[src/fpa_pkg.sv]
// ----------------------------------------------------------------------------
// fpa_pkg
// Shared types, constants and saturation helpers for the Q24.8 arithmetic unit.
// ----------------------------------------------------------------------------
package fpa_pkg;

	localparam int FRAC_BITS_DEF = 8;
	localparam int QUEUE_DEPTH   = 4;

	localparam logic [31:0] INT_MAX = 32'h7fff_ffff;
	localparam logic [31:0] INT_MIN = 32'h8000_0000;

	typedef enum logic [3:0] {
		K_ADD      = 4'd0,
		K_SUB      = 4'd1,
		K_MUL      = 4'd2,
		K_DIV      = 4'd3,
		K_MIN      = 4'd4,
		K_MAX      = 4'd5,
		K_COMPARE  = 4'd6,
		K_INC      = 4'd7,
		K_DEC      = 4'd8,
		K_TO_INT   = 4'd9,
		K_FROM_INT = 4'd10
	} kind_t;

	typedef enum logic [1:0] {
		OP_SIMPLE = 2'd0,
		OP_MUL    = 2'd1,
		OP_DIV    = 2'd2
	} op_t;

	// One classified item as it travels from the front to the back.
	typedef struct packed {
		op_t         op;
		logic [31:0] result;
		logic        err;
		logic        less;
		logic        equal;
		logic        greater;
		logic        neg;
		logic        a_neg;
		logic        b_zero;
		logic [31:0] mag_a;
		logic [31:0] mag_b;
	} item_t;

	typedef struct packed {
		logic [31:0] result;
		logic        less;
		logic        equal;
		logic        greater;
		logic        error;
	} res_t;

	// Clamp a signed 64-bit value to 32 bits; returns {err, value}.
	function automatic logic [32:0] clamp64(input logic signed [63:0] v);
		logic [32:0] r;
		if (v > 64'sh0000_0000_7fff_ffff) begin
			r = {1'b1, INT_MAX};
		end else if (v < -64'sh0000_0000_8000_0000) begin
			r = {1'b1, INT_MIN};
		end else begin
			r = {1'b0, v[31:0]};
		end
		return r;
	endfunction

	// Apply a sign to a magnitude and saturate; returns {err, value}.
	function automatic logic [32:0] sign_sat(input logic [63:0] mag, input logic neg);
		logic [32:0] r;
		if (neg) begin
			if (mag > 64'h8000_0000) begin
				r = {1'b1, INT_MIN};
			end else begin
				r = {1'b0, 32'(-mag[31:0])};
			end
		end else begin
			if (mag > 64'h7fff_ffff) begin
				r = {1'b1, INT_MAX};
			end else begin
				r = {1'b0, mag[31:0]};
			end
		end
		return r;
	endfunction

endpackage

[src/fpa_queue.sv]
// ----------------------------------------------------------------------------
// fpa_queue
// Short queue of classified items between the front and the back.
// ----------------------------------------------------------------------------
module fpa_queue (
	input  logic           clk,
	input  logic           arst_n,
	input  logic           wr_en,
	input  fpa_pkg::item_t wr_item,
	input  logic           rd_en,
	output fpa_pkg::item_t rd_item,
	output logic           full,
	output logic           empty
);
	import fpa_pkg::*;

	localparam int AW = $clog2(QUEUE_DEPTH);

	item_t          mem [QUEUE_DEPTH];
	logic [AW-1:0]  wp_q, rp_q;
	logic [AW:0]    cnt_q;

	assign full    = cnt_q == (AW+1)'(QUEUE_DEPTH);
	assign empty   = cnt_q == '0;
	assign rd_item = mem[rp_q];

	always_ff @(posedge clk) begin
		if (wr_en) begin
			mem[wp_q] <= wr_item;
		end
	end

	always_ff @(posedge clk or negedge arst_n) begin
		if (!arst_n) begin
			wp_q  <= '0;
			rp_q  <= '0;
			cnt_q <= '0;
		end else begin
			if (wr_en) begin
				wp_q <= wp_q + 1'b1;
			end
			if (rd_en) begin
				rp_q <= rp_q + 1'b1;
			end
			cnt_q <= cnt_q + (AW+1)'(wr_en) - (AW+1)'(rd_en);
		end
	end

endmodule

[config.mk]
export PLATFORM = sky130hd
export DESIGN_NAME = fpa_queue
export DESIGN_NICKNAME = d
export VERILOG_FILES = /design/src/fpa_pkg.sv /design/src/fpa_queue.sv
export SDC_FILE = /design/constraint.sdc
export NUM_CORES = 1
export LEC_CHECK = 0
export BUFFER_PORTS_ARGS = -buffer_cell sky130_fd_sc_hd__buf_2
export CELL_PAD_IN_SITES_DETAIL_PLACEMENT = 0
export CELL_PAD_IN_SITES_GLOBAL_PLACEMENT = 1
export CORE_MARGIN = 2
export CORE_UTILIZATION = 50
export CTS_CLUSTER_SIZE = 10
export DETAILED_ROUTE_END_ITERATION = 8
export PLACE_DENSITY = 0.81
export SLEW_MARGIN = 10
export SYNTH_ARGS = -nofsm -noshare
export SYNTH_HDL_FRONTEND = slang
export SYNTH_SLANG_ARGS = --single-unit
[constraint.sdc]
create_clock -name clk -period 4.02 [get_ports clk]
set_input_delay 0 -clock clk [delete_from_list [all_inputs] [get_ports clk]]
set_output_delay 0 -clock clk [all_outputs]
set_load 0.02 [all_outputs]
==> run metrics <==
Remaining Overflow, GRT=0; Layout area overhead=25.7%; Worst EP required=4.02 ns; Final Hold Slack=0.208 ns; P_leak=between 6 and 7 nW; IO Port Bufs=215; Worst setup SP type=flip-flop; Final Max Tran Viols=0; first-pass GRT wire length=between 40000 and 50000 um; Rows=64; actual slew at the worst max-slew pin=around 0.88 ns; Synth Instances=between 500 and 600; clock tree from TritonCTS=built; crit path kind=reg -> out; synth warn=0; Total Die Area=between 30000 and 40000 um^2; max cap viols=0; Worst Skew=0.0115 ns; Detailed Routing Iterations Pass 1=5; gr usage total=0.181; Bufs on Longest Clock Path=3; area taken by multi-input logic gates=2560 um^2; clk sinks=between 400 and 500; mean post-synth cell area=~27 um^2; core area=30600 um^2; number of global-route vias before repair=7893; root buffer selected by CTS=clkbuf_16; Die Ht=about 180 um; initial antenna violation count=3; fraction of layout cells with a size suffix above 1=0.409; final WL=roughly 29000 um; clk slew on worst S/H paths=0.05 ns; Clock Latency Late Sink=roughly 0.53 ns; post-route cell area=19500 um^2; Yosys cell types=18; setup TNS=0 ns; Nets=~1100; period utilization=0.676; cts bufs inserted=48; Final Worst Setup Slack=between 1 and 1.5 ns; H-tree depth=2; Crit Path Max Fanout=37; RePlAce Congestion=between 0.7 and 0.8; Setup Viol. Count Final=0; Rel. slew slack=0.416; Power Total=0.0142 W; largest net degree at the start of global routing=83; r2r setup slk=2.02 ns; Top-Level Pins=between 200 and 250; WL/cell=around 22 um; Final ANT Viol Nets=0; post-placement cell area=17100 um^2; Layout fillers=2018; Post-Syn Nets=around 700; storage element area=12800 um^2; total power per unit cell area=slightly above 700 nW/um^2; Max Fclk=around 370 MHz; Chip Width=approximately 180 um; unrepaired setup endpoints after global routing=false; post-synthesis sequential element count=around 430; Netlist Area Pre-Place=15500 um^2; 1st-iter DRT viols=470; Worst Hold Class=in -> reg; status=finished clean; HPWL after DPL=between 15000 and 20000 um; post-cts repair resize count=0; dpl ws=between 1.5 and 2 ns; critical path endpoint category=output port; Starting Density=0.507; drt via density=5.36; sequential area share after synthesis=0.824; drt drc=0; count of final hold-check violations=0; via count=7251; CP arrival=approximately 2.7 ns; min Tclk post-route=roughly 2.7 ns; maximum VDD drop=~0.44 mV
==> cells in the final DEF, fill, tap and decap left out <==
cell / instances
and2_4: 4
and3_1: 1
buf_12: 6
buf_2: 215
buf_4: 7
clkbuf_1: 8
clkbuf_16: 49
clkinv_2: 1
dfrtp_1: 5
dfrtp_4: 2
diode_2: 2
dlygate4sd3_1: 109
edfxtp_1: 420
fa_1: 1
ha_1: 6
inv_1: 6
inv_6: 2
mux4_2: 105
nand2_1: 2
nor3_1: 1
o21ai_0: 1
xnor2_1: 3
xor2_1: 2
==> through the flow <==
step / std cells / util
after global routing: 1354 / 0.637
after global placement: 1183 / 0.560
after detailed placement: 1183 / 0.560
after floorplan: 583 / -
after CTS: 1352 / 0.637
final: 1354 / 0.637
==> timing repair <==
action	4_1_cts	5_1_grt
hold buffers	109	0
hold endpoints to repair	432	0
setup buffers	0	0
==> layer usage <==
metal / track usage / share of wire / wire (um) / vias to the layer above
li1: - / - / - / 3228
met1: 0.243 / 0.42 / 12300 / 3784
met2: 0.304 / 0.50 / 14700 / 194
met3: 0.0447 / 0.057 / 1680 / 43
met4: 0.0435 / 0.017 / 493 / 2
met5: 0 / 0.00045 / 13 / -
==> Yosys cell counts <==
library cell / count / area (um^2)
dfrtp_1: 7 / 175
clkbuf_1: 5 / 18.8
buf_2: 13 / 65.1
and2_1: 4 / 25.0
buf_4: 1 / 7.51
inv_1: 6 / 22.5
and3_1: 1 / 6.26
ha_1: 6 / 75.1
nor3_1: 1 / 5.00
fa_1: 1 / 20.0
buf_8: 1 / 15.0
o21ai_0: 1 / 5.00
xor2_1: 2 / 17.5
nand2_1: 2 / 7.51
edfxtp_1: 420 / 12600
buf_6: 4 / 45.0
mux4_2: 105 / 2360
xnor2_1: 3 / 26.3
==> layout make-up <==
cell class / instances / area share
multi-input combinational: 126 / 0.131
tap: 396 / 0.0254
clock inverter: 3 / 0.00116
sequential: 427 / 0.656
timing repair buffer: 337 / 0.120
antenna: 2 / 0.000257
clock buffer: 57 / 0.0644
inverter: 6 / 0.00116
==> state kept, by name, indices dropped and copies added, names as in the netlist <==
signal	count
rp_q	2
mem	420
wp_q	2
cnt_q	3
==> report_power, final <==
| part | leakage (nW) | switching (W) | internal (W) |
|---|---|---|---|
| Combinational | 2.19 | 0.00244 | 0.00184 |
| Clock | 0.626 | 0.00151 | 0.00217 |
| Sequential | 3.94 | 0.000407 | 0.00583 |
==> worst max-delay path: stages, from the launching register on <==
cell     delay (ns)
dfrtp_4        0.93
buf_4          0.47
mux4_2         0.58
buf_2          0.18
==> cell families (layout without fill, tap and decap cells) <==
logic type	Yosys count	after routing	synth area share
buffers and inverters	30	403	0.0112
xor gates and xnor gates	5	5	0.00282
DFF	427	427	0.824
muxes	105	105	0.152
AOI/OAI and AO/OA	1	1	0.000322
other	0	2	0
and+or+nand+nor	8	8	0.00282
adders and majority gates	7	7	0.00613
==> path summary, 6_finish.rpt <==
kind / depth (start not counted) / endpoint / from
setup reg to reg: 4 / mem[1][73]$_DFFE_PP_ / wp_q[1]$_DFFE_PN0P_
setup / recovery: 3 / rd_item[70] / rp_q[0]$_DFFE_PN0P_
min in group asynchronous: 3 / cnt_q[2]$_DFF_PN0_ / arst_n
max in group asynchronous: 3 / rp_q[1]$_DFFE_PN0P_ / arst_n
hold reg to reg: 1 / wp_q[0]$_DFFE_PN0P_ / wp_q[0]$_DFFE_PN0P_
hold / removal: 2 / mem[0][22]$_DFFE_PP_ / wr_item[22]
Note: power is estimated with default switching activity, not from simulation.
